$ cat src/rtl/core/bphdc_pkg.sv
// Shared types, codes and reset values for the button press/hold/double classifier.
`timescale 1ns / 1ps

package bphdc_pkg;

   localparam int TIME_BITS = 32;
   localparam int NOW_BITS  = 32;
   localparam int HOLD_BITS = 32;
   localparam int MS_BITS   = 16;

   localparam int REQ_BITS  = 1 + NOW_BITS;
   localparam int REQ_BYTES = (REQ_BITS + 7) / 8;
   localparam int RSP_BITS  = 3 + 2 + HOLD_BITS;
   localparam int RSP_BYTES = (RSP_BITS + 7) / 8;

   localparam int CSR_ADDR_BITS = 5;
   localparam int CSR_DATA_BITS = 32;

   typedef logic [TIME_BITS-1:0] time_type;
   typedef logic [MS_BITS-1:0]   ms_type;

   typedef enum logic [2:0] {
      ST_UNPRESSED = 3'd0,
      ST_DEBOUNCE  = 3'd1,
      ST_PRESSED   = 3'd2,
      ST_DOUBLE    = 3'd3,
      ST_STILL     = 3'd4,
      ST_HELD      = 3'd5,
      ST_RELEASED  = 3'd6
   } status_type;

   typedef enum logic [1:0] {
      KIND_NONE   = 2'd0,
      KIND_PRESS  = 2'd1,
      KIND_DOUBLE = 2'd2,
      KIND_HOLD   = 2'd3
   } kind_type;

   typedef enum logic [2:0] {
      REG_ACTIVE_HIGH   = 3'd0,
      REG_PRESS_DEB     = 3'd1,
      REG_RELEASE_DEB   = 3'd2,
      REG_HOLD_THRESH   = 3'd3,
      REG_DOUBLE_WINDOW = 3'd4
   } reg_index_type;

   localparam ms_type PRESS_DEB_RESET     = 16'd50;
   localparam ms_type RELEASE_DEB_RESET   = 16'd50;
   localparam ms_type HOLD_THRESH_RESET   = 16'd1000;
   localparam ms_type DOUBLE_WINDOW_RESET = 16'd300;

endpackage

$ cat src/rtl/core/button_press_hold_double_classifier.sv
// Top level of the button press/hold/double classifier: input register, classifier, result register.
//
//  channel | dir | transfer when           | payload
//  req     | in  | req_tvalid & req_tready | tdata: pin_level, now_ms
//  rsp     | out | rsp_tvalid & rsp_tready | tdata: scan_status, released_kind, hold_duration_ms
//  csr     | in  | psel & penable & pwrite | five registers at byte address 4*i
//
// One scan per cycle while the result side is not stalled; a scan passes the input register
// and then the result register before rsp_tvalid rises.
// The classifier is combinational between the input register and the result register.
// A stalled result register holds both stages; the input side keeps taking scans
// while the input register is free. Synchronous reset clears state and valid flags.
`timescale 1ns / 1ps

module button_press_hold_double_classifier (
   input  logic clock,
   input  logic reset,

   input  logic                                  req_tvalid,
   output logic                                  req_tready,
   // [0] pin_level, [32:1] now_ms, rest zero
   input  logic [bphdc_pkg::REQ_BYTES*8-1:0]     req_tdata,

   output logic                                  rsp_tvalid,
   input  logic                                  rsp_tready,
   // [2:0] scan_status, [4:3] released_kind, [36:5] hold_duration_ms, rest zero
   output logic [bphdc_pkg::RSP_BYTES*8-1:0]     rsp_tdata,

   input  logic                                  csr_psel,
   input  logic                                  csr_penable,
   input  logic                                  csr_pwrite,
   input  logic [bphdc_pkg::CSR_ADDR_BITS-1:0]   csr_paddr,
   input  logic [bphdc_pkg::CSR_DATA_BITS-1:0]   csr_pwdata,
   output logic [bphdc_pkg::CSR_DATA_BITS-1:0]   csr_prdata,
   output logic                                  csr_pready
);

   import bphdc_pkg::*;

   // configuration
   logic   active_high_ff;
   ms_type press_deb_ff;
   ms_type release_deb_ff;
   ms_type hold_thresh_ff;
   ms_type double_window_ff;

   reg_index_type csr_index;
   ms_type        csr_v16;
   logic          csr_write;

   // input register
   logic          in_valid_ff;
   logic          in_level_ff;
   time_type      in_now_ff;

   // classifier state
   logic          was_touched_ff,   was_touched_in;
   status_type    last_class_ff,    last_class_in;
   time_type      press_stamp_ff,   press_stamp_in;
   time_type      release_stamp_ff, release_stamp_in;

   // result register
   logic                  out_valid_ff;
   status_type            out_status_ff,  out_status_in;
   kind_type              out_kind_ff,    out_kind_in;
   logic [HOLD_BITS-1:0]  out_hold_ff,    out_hold_in;

   logic     advance;
   logic     touched;
   time_type since_press;
   time_type since_release;
   time_type since_new_press;

   assign csr_pready = 1'b1;
   assign csr_index  = reg_index_type'(csr_paddr[CSR_ADDR_BITS-1:2]);
   assign csr_v16    = csr_pwdata[MS_BITS-1:0];
   assign csr_write  = csr_psel & csr_penable & csr_pwrite & csr_pready;

   always_ff @(posedge clock) begin
      if (reset) begin
         active_high_ff   <= 1'b0;
         press_deb_ff     <= PRESS_DEB_RESET;
         release_deb_ff   <= RELEASE_DEB_RESET;
         hold_thresh_ff   <= HOLD_THRESH_RESET;
         double_window_ff <= DOUBLE_WINDOW_RESET;
      end else if (csr_write) begin
         unique case (csr_index)
            REG_ACTIVE_HIGH: begin
               active_high_ff <= csr_pwdata[0];
            end
            REG_PRESS_DEB: begin
               press_deb_ff <= (csr_v16 > hold_thresh_ff) ? hold_thresh_ff : csr_v16;
            end
            REG_RELEASE_DEB: begin
               release_deb_ff <= (csr_v16 > double_window_ff) ? double_window_ff : csr_v16;
            end
            REG_HOLD_THRESH: begin
               hold_thresh_ff <= (csr_v16 < press_deb_ff) ? press_deb_ff : csr_v16;
            end
            REG_DOUBLE_WINDOW: begin
               double_window_ff <= (csr_v16 < release_deb_ff) ? release_deb_ff : csr_v16;
            end
            default: begin
            end
         endcase
      end
   end

   always_comb begin
      csr_prdata = '0;
      unique case (csr_index)
         REG_ACTIVE_HIGH:   csr_prdata = CSR_DATA_BITS'(active_high_ff);
         REG_PRESS_DEB:     csr_prdata = CSR_DATA_BITS'(press_deb_ff);
         REG_RELEASE_DEB:   csr_prdata = CSR_DATA_BITS'(release_deb_ff);
         REG_HOLD_THRESH:   csr_prdata = CSR_DATA_BITS'(hold_thresh_ff);
         REG_DOUBLE_WINDOW: csr_prdata = CSR_DATA_BITS'(double_window_ff);
         default:           csr_prdata = '0;
      endcase
   end

   // flow control
   assign advance    = !out_valid_ff || rsp_tready;
   assign req_tready = !in_valid_ff || advance;

   always_ff @(posedge clock) begin
      if (reset) begin
         in_valid_ff <= 1'b0;
      end else if (req_tready) begin
         in_valid_ff <= req_tvalid;
      end
   end

   always_ff @(posedge clock) begin
      if (req_tready && req_tvalid) begin
         in_level_ff <= req_tdata[0];
         in_now_ff   <= TIME_BITS'(req_tdata[NOW_BITS:1]);
      end
   end

   // classify
   assign touched         = active_high_ff ? in_level_ff : !in_level_ff;
   assign since_press     = in_now_ff - press_stamp_ff;
   assign since_release   = in_now_ff - release_stamp_ff;
   assign since_new_press = in_now_ff - press_stamp_in;

   always_comb begin
      was_touched_in   = was_touched_ff;
      last_class_in    = last_class_ff;
      press_stamp_in   = press_stamp_ff;
      release_stamp_in = release_stamp_ff;
      out_kind_in      = KIND_NONE;
      out_status_in    = ST_UNPRESSED;
      if (since_press < TIME_BITS'(press_deb_ff) ||
          since_release < TIME_BITS'(release_deb_ff)) begin
         out_status_in = ST_DEBOUNCE;
      end else begin
         was_touched_in = touched;
         if (touched) begin
            if (was_touched_ff) begin
               if (since_press < TIME_BITS'(hold_thresh_ff)) begin
                  out_status_in = ST_STILL;
               end else begin
                  out_status_in = ST_HELD;
                  last_class_in = ST_HELD;
               end
            end else begin
               press_stamp_in = in_now_ff;
               out_status_in  = (since_release < TIME_BITS'(double_window_ff)) ?
                                ST_DOUBLE : ST_PRESSED;
               last_class_in  = out_status_in;
            end
         end else if (was_touched_ff) begin
            release_stamp_in = in_now_ff;
            case (last_class_ff)
               ST_PRESSED: out_kind_in = KIND_PRESS;
               ST_DOUBLE:  out_kind_in = KIND_DOUBLE;
               ST_HELD:    out_kind_in = KIND_HOLD;
               default:    out_kind_in = KIND_NONE;
            endcase
            last_class_in = ST_RELEASED;
            out_status_in = ST_RELEASED;
         end
      end
      out_hold_in = (last_class_in == ST_HELD) ? HOLD_BITS'(since_new_press) : '0;
   end

   always_ff @(posedge clock) begin
      if (reset) begin
         was_touched_ff   <= 1'b0;
         last_class_ff    <= ST_UNPRESSED;
         press_stamp_ff   <= '0;
         release_stamp_ff <= '0;
         out_valid_ff     <= 1'b0;
      end else if (advance) begin
         out_valid_ff <= in_valid_ff;
         if (in_valid_ff) begin
            was_touched_ff   <= was_touched_in;
            last_class_ff    <= last_class_in;
            press_stamp_ff   <= press_stamp_in;
            release_stamp_ff <= release_stamp_in;
         end
      end
   end

   always_ff @(posedge clock) begin
      if (advance && in_valid_ff) begin
         out_status_ff <= out_status_in;
         out_kind_ff   <= out_kind_in;
         out_hold_ff   <= out_hold_in;
      end
   end

   assign rsp_tvalid = out_valid_ff;
   assign rsp_tdata  = {{(RSP_BYTES*8-RSP_BITS){1'b0}}, out_hold_ff, out_kind_ff, out_status_ff};

endmodule

$ cat config.mk
export PLATFORM = sky130hd
export DESIGN_NAME = button_press_hold_double_classifier
export DESIGN_NICKNAME = d
export VERILOG_FILES = /design/src/rtl/core/bphdc_pkg.sv /design/src/rtl/core/button_press_hold_double_classifier.sv
export SDC_FILE = /design/constraint.sdc
export NUM_CORES = 1
export LEC_CHECK = 0
export ABC_AREA = 1
export BUFFER_PORTS_ARGS = -buffer_cell sky130_fd_sc_hd__buf_2
export CORE_ASPECT_RATIO = 1.25
export CORE_MARGIN = 1.5
export CORE_UTILIZATION = 35
export CTS_BUF_LIST = sky130_fd_sc_hd__clkbuf_16
export CTS_CLUSTER_SIZE = 40
export DETAILED_ROUTE_END_ITERATION = 10
export SLEW_MARGIN = 20
export SYNTH_ARGS = -nofsm -noshare
export SYNTH_HDL_FRONTEND = slang
export SYNTH_SLANG_ARGS = --single-unit
export TNS_END_PERCENT = 100
$ cat constraint.sdc
create_clock -name clock -period 9.1 [get_ports clock]
set_input_delay 0.455 -clock clock [delete_from_list [all_inputs] [get_ports clock]]
set_output_delay 0.455 -clock clock [all_outputs]
set_load 0.05 [all_outputs]
* Word-level counts from Yosys, hierarchy flattened
Cells that the tools add are included.
** Cells by class
- $add $sub $neg :: 3
- $lt $le $gt $ge :: 8
- Eq/ne operators :: 8
- Muxes and demuxes :: 20
- Bitwise logic cells :: 5
- Reduce and logical (&&, ||, !) cells :: 18
** Operators with widths (number)
- $lt 32x16->1 :: 4
- $mux 32 :: 3
- $sub 32x32->32 :: 3
- $pmux 16 s5 :: 1
- $mux 16 :: 4
- $gt 16x16->1 :: 2
- $lt 16x16->1 :: 2
- $mux 3 :: 8
- $eq 3x2->1 const B :: 4
- $reduce_and 2->1 :: 6
- $eq 3x3->1 const B :: 3
- $pmux 2 s3 :: 1
- $reduce_and 5->1 :: 1
- $eq 3x1->1 const B :: 1
- $logic_not 1->1 :: 3
- $logic_not 3->1 :: 1
- $logic_or 1x1->1 :: 3
- $mux 1 :: 3
- $not 1->1 :: 3
- $reduce_and 3->1 :: 1
- $reduce_or 3->1 :: 1
- $and 1x1->1 :: 2
- $logic_and 1x1->1 :: 2
** Word-level totals
- Register bits after elaboration :: 205
- Input port bits :: 84
- Output and inout port bits :: 75

* Longest topological paths before layout
Gate-level depths: netlist of the first run.
- Depth in word-level cells :: 7
- Mapped depth :: 49

* Worst setup path after synthesis of the first run
No wires, ideal clock.
- Kind :: reg-to-reg
- Start point :: reg in_now_ff[2]
- End point :: reg out_hold_ff[26] (data pin)
- Library setup time :: 255 ps
- Arrival :: 5211 ps
- Data required time :: 8845 ps
- Slack :: 3634 ps
- Stages on the path, launching flop included :: 47
- Path buffers :: 2
- Cells stage by stage :: edfxtp_1 > ha_1 > nand2_1 > nand2_1 > inv_1 > nand2_2 > nand2_1 > nand2_2 > nand2_1 > nand2_1 > xor2_1 > ha_1 > nand2_1 > nor2_1 > a211oi_1 > o221ai_1 > a21oi_1 > nand3_2 > (+11 left out) > o21ai_0 > nand2_1 > nand2_1 > nand2_1 > nand2_1 > nand2_1 > nand2_1 > nand2_1 > a21oi_1 > nor2_1 > nand3_1 > inv_1 > nand2_1 > nor2_1 > nor2_1 > nand3_1 > nand2_1 > nor2_1
** On the way
- Word-level cells in the longest chain between the ends :: 7
- Elaborated cells between the ends (all ways) :: 17
- Those cells by class :: add/sub (3); order compare (4); eq/ne (1); mux (8); reduce/logical (1)
** RTL lines
- start, declared :: line button_press_hold_double_classifier.sv:54 : time_type in_now_ff;
- start signal, assigned :: line button_press_hold_double_classifier.sv:136 : in_now_ff <= TIME_BITS'(req_tdata[NOW_BITS:1]);
- branches (longest 7 deep; another with $sub 32x32->32)
- end signal, assigned :: line button_press_hold_double_classifier.sv:209 : out_hold_ff <= out_hold_in;
- end, declared :: line button_press_hold_double_classifier.sv:66 : logic [HOLD_BITS-1:0] out_hold_ff, out_hold_in;
Several ways; the timed one is not identified.
A chain may end at the register's enable or synchronous reset.

* Worst setup path in the final report of the first run
- Start point :: reg in_now_ff[1]
- End point :: reg out_hold_ff[28] (data pin)
** On the way
- Elaborated cells between the ends (all ways) :: 17
- Those cells by class :: add/sub (3); order compare (4); eq/ne (1); mux (8); reduce/logical (1)
** RTL lines
- $sub 32x32->32 (on tied branches) :: line button_press_hold_double_classifier.sv:142, button_press_hold_double_classifier.sv:143
- $lt 32x16->1 (on tied branches) :: line button_press_hold_double_classifier.sv:153, button_press_hold_double_classifier.sv:154
- $logic_or 1x1->1 (*) :: line button_press_hold_double_classifier.sv:153 : if (since_press < TIME_BITS'(press_deb_ff) ||
- $mux 32 (*) :: line button_press_hold_double_classifier.sv:153
- net press_stamp_in[0] :: line button_press_hold_double_classifier.sv:59 : time_type press_stamp_ff, press_stamp_in;
- $sub 32x32->32 (*) :: line button_press_hold_double_classifier.sv:144 : assign since_new_press = in_now_ff - press_stamp_in;
Mark *: on every way through the listed nets, which the timed path passes. The rest lies on a longest branch.

==> run summary, run 1 <==
Worst slew pin tran: 1090 ps
Achievable Freq: 0.130 GHz
Sequential power share: 0.340
Routed via count: 19125
CP max-delay cell: fa_1
Starting density of the core: 0.356
Die area: 56400 µm²
Switching share of power: 0.385
Maxcap violations: 0
Layout Skew: 24.1 ps
Total Routing Usage GR: 0.227
Initial DRC count: 1437
Layout net count: 3406
Post-CTS sizing: 0
Total CTS buffers: 26
Cell variety after synth: 56
Gate Count Post-Synth: 3035
Placed instance area: 20400 µm²
Comb pwr share: 0.336
Crit path required time: 9420 ps
RSZ-0062 raised after global routing: false
Status: complete, no violations
Max_slew headroom: 0.274
Async set-reset flop share out of synthesis: 0
Synth top area cells: nand2_1 17%, dfxtp_1 14%, ha_1 13%
H-tree depth: 1
Final period utilization: 0.848
Most frequent CP cell: nand2_1
Hold Path Stages: 1
CTS sink count: 205
Clock buffer depth: 3
Yosys top cell by area: nand2_1
Routed wire length per instance: 16.8 µm
Largest net degree at the start of global routing: 70
Share of layout cells above drive strength 1: 0.0807
Critical Path AT: 8040 ps
Global placer's final weighted congestion: 0.945
DRT Pass-1 Iters: 7
Endpoints failing hold: 0
Buffers on Ports: 113
DRC viols: 0
RR Endpoint: out_hold_ff[28]
Worst-skew pair later-pin latency: 570 ps
Post-CTS Setup Bufs: 0
Fin. max-slew vios: 0
Number of setup violations in the final report: 0
Sequential-to-total area share from yosys stat: 0.250
Hpwl dp: 51600 µm
Root Buffer Master: clkbuf_16
Slowest stage delay, CP: 490 ps
Reg2reg setup slack: 1380 ps
Top FF cell, synth: dfxtp_1
First-pass GRT wire length: 99100 µm
CP max FO: 35
Antenna violations before repair: 1
Design area: 21200 µm²
Hold path start: req_tdata[15]
Antenna Nets Post-Route: 0
Row cnt: 95
Die height: 265 µm
CTS tree: done
Syn_area_per_cell: 6.33 µm²
Synthesis warning total: 0
Yosys top cell area share: 0.168
Critical path class: flop to flop
Io pins: 159
Post-synth EDFFs: 70
Via density: 4.95
Synthesized flop and latch total: 205
GR Overflow Total: 0
Post-synth top cells: 862 x nand2_1, 564 x inv_1, 285 x a21oi_1
Die Width: 213 µm
VDD IR max: 0.140 mV
FILL cells: 5965
WL final: 64800 µm
Power Density: 141 nW/µm²
CP Capture Type: flop
Hold path endpoint: in_now_ff[14]
Clk pin slew, worst setup/hold paths: 60 ps
P&R area growth vs syn: 10.4%
Clock power frac: 0.324
Core ar.: 54000 µm²
Crit Reg-Reg Startpoint: in_now_ff[1]
Most frequent cell after synthesis: nand2_1
Cell Int Power: 1.84 mW
Cell area after synthesis: 19200 µm²
Setup TNS: 0 ps
Hold WC Path Type: input port to flop
Switching power: 1.16 mW
Crit start category: flop
Tmin final: 7720 ps
Leak Pwr: 10.9 nW
Cts hold-fix bufs: 0
R2r worst-path depth: 39
Number of global-route vias before repair: 17843
## per-layer routing
metal	global-route usage	wire [µm]	vias to the layer above
li1	-	-	9920
met1	0.273	27400	8579
met2	0.404	31400	487
met3	0.0185	2620	139
met4	0.112	3420	0
met5	0	0	-
## power groups by stage
stage / Clock [mW] / Combinational, mW / Sequential [mW]
5_1_grt: 1.02 / 1.14 / 1.02
3_5_place_dp: 0 / 0.998 / 1.04
4_1_cts: 0.996 / 1.00 / 1.02
3_3_place_gp: 0 / 0.990 / 1.04
6_report: 0.971 / 1.01 / 1.02
2_1_floorplan: 0 / 0.720 / 1.05
## cell type report
class / count / area (µm²) / share of cell area
flip-flops and latches: 205 / 4800 / 0.226
clock buffers: 28 / 701 / 0.0330
well taps: 727 / 910 / 0.0429
inverters: 577 / 2170 / 0.102
diodes: 1 / 2.50 / 0.000118
repair buffers: 127 / 671 / 0.0316
clock inverters: 19 / 73.8 / 0.00348
multi-input cells: 2180 / 11900 / 0.560
## layout by cell type (no fill, tap or decap), types with 4 or more instances in the layout
cell type / n
o21ai_1: 7
a221o_1: 15
o22ai_1: 15
nand2_1: 861
nor3_1: 15
nor2_2: 12
o211ai_1: 38
nand3_2: 24
nor2_1: 203
clkinv_1: 8
a21oi_2: 9
conb_1: 20
ha_1: 202
o21a_1: 9
nor2_4: 4
o21bai_1: 5
nand3_1: 136
dfxtp_1: 135
nand4_1: 29
xor2_1: 28
nand2_2: 18
o21ai_0: 187
buf_2: 113
o221ai_1: 5
inv_1: 569
a21oi_1: 285
inv_2: 17
nand3b_1: 9
clkbuf_16: 28
buf_4: 14
edfxtp_1: 70
## critical path, delay by kind of cell, from the launching register on
| family | cells | cell delay, ps |
|---|---|---|
| buf+inv | 4 | 640 |
| xor+xnor | 1 | 370 |
| flops | 1 | 480 |
| fa+ha+maj | 4 | 1190 |
| simple gates | 24 | 3170 |
| compound gates | 6 | 1580 |
## stage by stage
stage,worst slack (ps),util,hold slack [ps],std cells,total power [mW]
final,1380,0.393,54.7,3864,3.00
after global routing,894,0.393,50.4,3864,3.19
after CTS,1510,0.393,31.8,3863,3.02
after detailed placement,1530,0.379,453,3816,2.04
after global placement,1570,0.379,446,3816,2.03
after floorplan,3630,-,433,3053,1.77
## cells by family after synthesis
logic type                 after synthesis  synth area share
and+or+nand+nor                       1327             0.291
xor gates and xnor gates                31            0.0141
DFF                                    205             0.250
adders and majority gates              205             0.135
other                                    2          0.000391
buffers and inverters                  668             0.137
AOI/OAI and AO/OA                      597             0.173
## worst max-delay path by stage
stage                                 end  slack, ps          from  cells past startpoint
after global routing      out_hold_ff[26]        890  in_now_ff[1]                     41
after global placement    out_hold_ff[26]       1570  in_now_ff[1]                     41
after CTS                 out_hold_ff[30]       1510  in_now_ff[1]                     39
after detailed placement  out_hold_ff[26]       1530  in_now_ff[1]                     41
final                     out_hold_ff[28]       1380  in_now_ff[1]                     39
after floorplan           out_hold_ff[26]       3630  in_now_ff[2]                     46
## state kept, by name (all words and copies together), names as in the netlist
name and cells:
last_class_ff 3, release_stamp_ff 32, press_deb_ff 16, double_window_ff 16, in_level_ff 1, out_status_ff 3
was_touched_ff 1, hold_thresh_ff 16, out_kind_ff 2, in_now_ff 32, rsp_tvalid 1, press_stamp_ff 32
release_deb_ff 16, active_high_ff 1, in_valid_ff 1, out_hold_ff 32
Power figures use the tool's default switching activity.
==> inputs of run 2 (changes only) <==
Clock period 9.1 ns to 6.3 ns, I/O delays scaled along.
==> run 2 against run 1 <==
Against the previous run: sequential share of layout area decreased by 2.4 points; hold slack improved by 17 ps; total power increased by 60%; non-clock buffer count increased by 202; first-iteration DRC count increased by 7.9%; sequential cell count unchanged; cell count increased by 5.4%; clock skew increased by 4.6 ps; critical path type unchanged; largest cell class unchanged.
==> run summary, run 2 (synthesis gave the netlist of run 1 again) <==
PnR worst setup slack: 325 ps
Antenna violations before repair: 2
Clock buffer depth: 3
Die area: 56400 µm²
Slowest stage delay, CP: 540 ps
Routed via count: 20065
FILL cells: 5790
Critical Path AT: 6290 ps
Largest net degree at the start of global routing: 69
Via density: 4.93
Maxcap violations: 0
Total Routing Usage GR: 0.235
Power Density: 203 nW/µm²
Antenna Nets Post-Route: 0
GR Overflow Total: 0
Comb pwr share: 0.374
Post-Layout Cell Count: 4071
Io pins: 159
RR Endpoint: out_hold_ff[26]
R2r worst-path depth: 44
Final period utilization: 0.948
Crit start category: flop
Initial DRC count: 1550
Reg2reg setup slack: 320 ps
Global placer's final weighted congestion: 0.949
Status: complete, no violations
DP Worst Slack: -158 ps
Endpoints failing hold: 0
Die height: 265 µm
Switching share of power: 0.380
Worst path bufs/invs: 8
Cell depth of the worst setup path: 44
Hold WC Path Type: input port to flop
CTS sink count: 205
Register Area: 4800 µm²
Worst-skew pair later-pin latency: 580 ps
Layout Skew: 28.7 ps
Fin. max-slew vios: 0
CP max-delay cell: edfxtp_1
Core ar.: 54000 µm²
Critical path capture point: out_hold_ff[26]
DRT Pass-1 Iters: 5
Root Buffer Master: clkbuf_16
Crit path from: in_now_ff[5]
Hpwl dp: 53600 µm
Crit Reg-Reg Startpoint: in_now_ff[5]
Dpl cells: 3968
Worst slew pin tran: 1190 ps
CP Capture Type: flop
Achievable Freq: 0.167 GHz
Clk pin slew, worst setup/hold paths: 60 ps
Number of global-route vias before repair: 18394
Critical path class: flop to flop
Die Width: 213 µm
First-pass GRT wire length: 102000 µm
VDD IR max: 0.219 mV
Sequential power share: 0.306
Switching power: 1.83 mW
Row cnt: 95
Starting density of the core: 0.356
CTS tree: done
Worst path top cell family by delay: simple AND/OR/NAND/NOR gates
CP max FO: 4
Commonest non-fill, non-tap cells in the layout: 836 x nand2_1, 560 x inv_1, 273 x a21oi_1
Cell Int Power: 2.98 mW
Buffers on Ports: 113
Most frequent CP cell: nand2_1
Share of layout cells above drive strength 1: 0.164
P&R area growth vs syn: 23.4%
Crit path required time: 6620 ps
Multi-input logic area: 12700 µm²
Routed wire length per instance: 16.8 µm
Tmin final: 5980 ps
Number of setup violations in the final report: 0
Max_slew headroom: 0.207
DRC viols: 0
Clock power frac: 0.321
Total CTS buffers: 27
Layout net count: 3609
Leak Pwr: 12.0 nW
WL final: 68300 µm
Most common cell after layout, fill and taps aside: nand2_1
H-tree depth: 1
[run 2: cell count changes in the layout (fill, tap and decap cells not counted), sizes merged]
cell         before  now
inv             586  587
dlygate4sd3       0   33
bufinv            0    1
diode             1    3
clkbuf           28   29
buf             127  296
[run 2: worst min-delay path by stage]
stage                    startpoint              endpoint  slack (ps)  cells past startpoint
2_1_floorplan          req_tdata[0]           in_level_ff         410                      0
3_3_place_gp   release_stamp_ff[25]  release_stamp_ff[25]         450                      2
3_5_place_dp   release_stamp_ff[25]  release_stamp_ff[25]         450                      2
4_1_cts                  rsp_tready            rsp_tvalid          50                      4
5_1_grt                  rsp_tready            rsp_tvalid         120                      4
6_report                 rsp_tready            rsp_tvalid          70                      4
[run 2: area by class of cell]
class,instances,share of cell area
Inverter,577,0.0914
Sequential cell,205,0.203
Antenna cell,3,0.000317
Timing Repair Buffer,329,0.0970
Multi-Input combinational cell,2180,0.534
Tap cell,727,0.0384
Clock inverter,21,0.00570
Clock buffer,29,0.0306
[run 2: timing repair]
action                                  4_1_cts  5_1_grt
pin swaps                                     2       33
endpoints found under the setup margin       14       21
gates resized for setup                      30      128
hold buffers                                 33        0
hold endpoints to repair                     33        0
setup buffers                                 0       17
[run 2: stage by stage]
step	util	setup TNS, ps	hold slack, ps	power, mW	cell area, µm²
after floorplan	-	0	414	2.55	19300
after global routing	0.439	-270	118	5.10	23700
after CTS	0.425	0	50.1	4.71	22900
after global placement	0.400	-136	445	3.11	21600
after detailed placement	0.400	-741	452	3.12	21600
final	0.439	0	71.6	4.81	23700
[run 2: metal layers]
metal | global-route usage | up-vias | share of wire
met5 | 0 | - | 0
met4 | 0.108 | 0 | 0.053
met3 | 0.0229 | 165 | 0.041
met2 | 0.427 | 546 | 0.49
met1 | 0.274 | 9024 | 0.42
li1 | - | 10330 | -
[run 2: power groups by stage]
stage          combinational (mW)  sequential [mW]  clock (mW)
3_5_place_dp                 1.63             1.49           0
4_1_cts                      1.66             1.47        1.58
3_3_place_gp                 1.61             1.49           0
6_report                     1.80             1.47        1.54
2_1_floorplan                1.04             1.51           0
5_1_grt                      2.00             1.47        1.62
[run 2: worst reg2reg max path: cells and delay by family (launching register included)]
kind,cells,cell delay (ps)
AND/OR/NAND/NOR,23,1930
buffers and inverters,8,980
adder cells (fa/ha/maj),4,1140
AO/OA/AOI/OAI,8,950
flip-flops,1,540
XOR/XNOR,1,190
==> inputs of run 3 (changes only) <==
Settings changed: CORE_MARGIN 1.5 to default.
==> run 3 against run 2 <==
Against the previous run: core utilization fell by 0.22 points; maximum frequency is 0.72% lower; cell count grew 0.44%; total power is 0.49% higher; global-route usage rose by 0.24 points; largest cell class unchanged; final area down 0.50%; die area is 0.85% lower.
==> run summary, run 3 (synthesis gave the netlist of run 1 again) <==
Most frequent CP cell: nand2_1
Total CTS buffers: 27
Total Routing Usage GR: 0.237
Io pins: 159
Die height: 264 µm
Crit path from: in_now_ff[9]
Post-Layout Cell Count: 4089
Maxcap violations: 0
Via density: 4.94
Switching share of power: 0.368
DRT Pass-1 Iters: 6
Largest net degree at the start of global routing: 67
Critical Path AT: 6330 ps
Cell Int Power: 3.05 mW
Hold path start: req_tvalid
Clk pin slew, worst setup/hold paths: 60 ps
Routed via count: 20209
Number of global-route vias before repair: 18803
PnR Total Power: 4.83 mW
Worst slew pin tran: 1140 ps
Layout Skew: 11.5 ps
Antenna violations before repair: 0
Hpwl dp: 53600 µm
Placed instance area: 21800 µm²
Worst-skew pair later-pin latency: 560 ps
Antenna Nets Post-Route: 0
Share of layout cells above drive strength 1: 0.161
Clock power frac: 0.328
Hold WS: 39.6 ps
Crit Reg-Reg Startpoint: in_now_ff[9]
Switching power: 1.78 mW
First-pass GRT wire length: 103000 µm
Core ar.: 54000 µm²
Reg2reg setup slack: 280 ps
# diodes: 0
Routing usage on met2: 0.427
Hold WC Path Type: input port to flop
Worst path bufs/invs: 8
Root Buffer Master: clkbuf_16
P&R area growth vs syn: 22.7%
Endpoints failing hold: 0
VDD IR max: 0.218 mV
Worst path top cell family by delay: simple AND/OR/NAND/NOR gates
DP Worst Slack: -154 ps
Die Width: 212 µm
Setup TNS: 0 ps
WL final: 67600 µm
Buffers on Ports: 113
Die area: 55900 µm²
Final period utilization: 0.955
Tmin final: 6020 ps
Global placer's final weighted congestion: 0.953
H-tree depth: 1
Final Core Density: 0.437
Commonest non-fill, non-tap cells in the layout: 840 x nand2_1, 562 x inv_1, 276 x a21oi_1
Sequential power share: 0.304
Crit start category: flop
Most common cell after layout, fill and taps aside: nand2_1
Max_slew headroom: 0.238
CTS sink count: 205
Hold Path Stages: 3
Slowest stage delay, CP: 410 ps
Dpl cells: 3997
Power Density: 205 nW/µm²
Met1 Usage GRT: 0.277
Number of setup violations in the final report: 0
GR Overflow Total: 0
Layout net count: 3631
Initial DRC count: 1429
Met3 usage in global routing: 0.0250
CP Capture Type: flop
CP max FO: 4
R2r worst-path depth: 41
Crit path required time: 6620 ps
Clock buffer depth: 3
Hold path endpoint: in_valid_ff
Row cnt: 95
Starting density of the core: 0.356
Fin. max-slew vios: 0
Critical path class: flop to flop
Routed wire length per instance: 16.5 µm
Design area: 23600 µm²
PnR worst setup slack: 281 ps
Leak Pwr: 12.1 nW
DRC viols: 0
Status: complete, no violations
RR Endpoint: out_hold_ff[28]
Comb pwr share: 0.368
Grt peak-use layer: met2
Achievable Freq: 0.166 GHz
CP max-delay cell: edfxtp_1
CTS tree: done
==> run 3: layout make-up <==
| type | count | area [µm²] |
|---|---|---|
| Fill cell | 5800 | 30400 |
| Timing Repair Buffer | 351 | 2460 |
| Clock buffer | 29 | 726 |
| Clock inverter | 20 | 176 |
| Multi-Input combinational cell | 2180 | 12400 |
| Sequential cell | 205 | 4800 |
| Tap cell | 727 | 910 |
| Inverter | 577 | 2170 |
==> run 3: how the worst max path moves through the flow <==
stage                 endpoint  slack (ps)  cells past startpoint
2_1_floorplan  out_hold_ff[26]         830                     46
3_3_place_gp   out_hold_ff[28]        -120                     43
3_5_place_dp   out_hold_ff[28]        -150                     43
4_1_cts        out_hold_ff[26]          -7                     45
5_1_grt        out_hold_ff[26]         -40                     45
6_report       out_hold_ff[28]         280                     41
==> run 3: power groups by stage <==
stage               Combinational, mW  Clock (mW)  Sequential (mW)
detailed placement               1.65           0             1.49
floorplan                        1.04           0             1.51
global route                     1.98        1.67             1.47
global placement                 1.64           0             1.49
CTS                              1.69        1.61             1.47
finish                           1.78        1.58             1.47
==> run 3: worst min-delay path: stages <==
cell and delay [ps]:
buf_2 90, nand2_1 80, a21oi_1 60
==> run 3: timing repair <==
action | CTS | global route
pin swaps | 0 | 15
buffers inserted | 1 | 9
gates resized for setup | 14 | 91
endpoints found under the hold margin | 33 | 0
endpoints found under the setup margin | 12 | 21
hold buffers | 33 | 0
==> run 3: layer usage <==
layer | part of all wire | vias to the layer above
met4 | 0.051 | 0
li1 | - | 10382
met3 | 0.049 | 150
met1 | 0.41 | 9108
met2 | 0.49 | 569
met5 | 0 | -
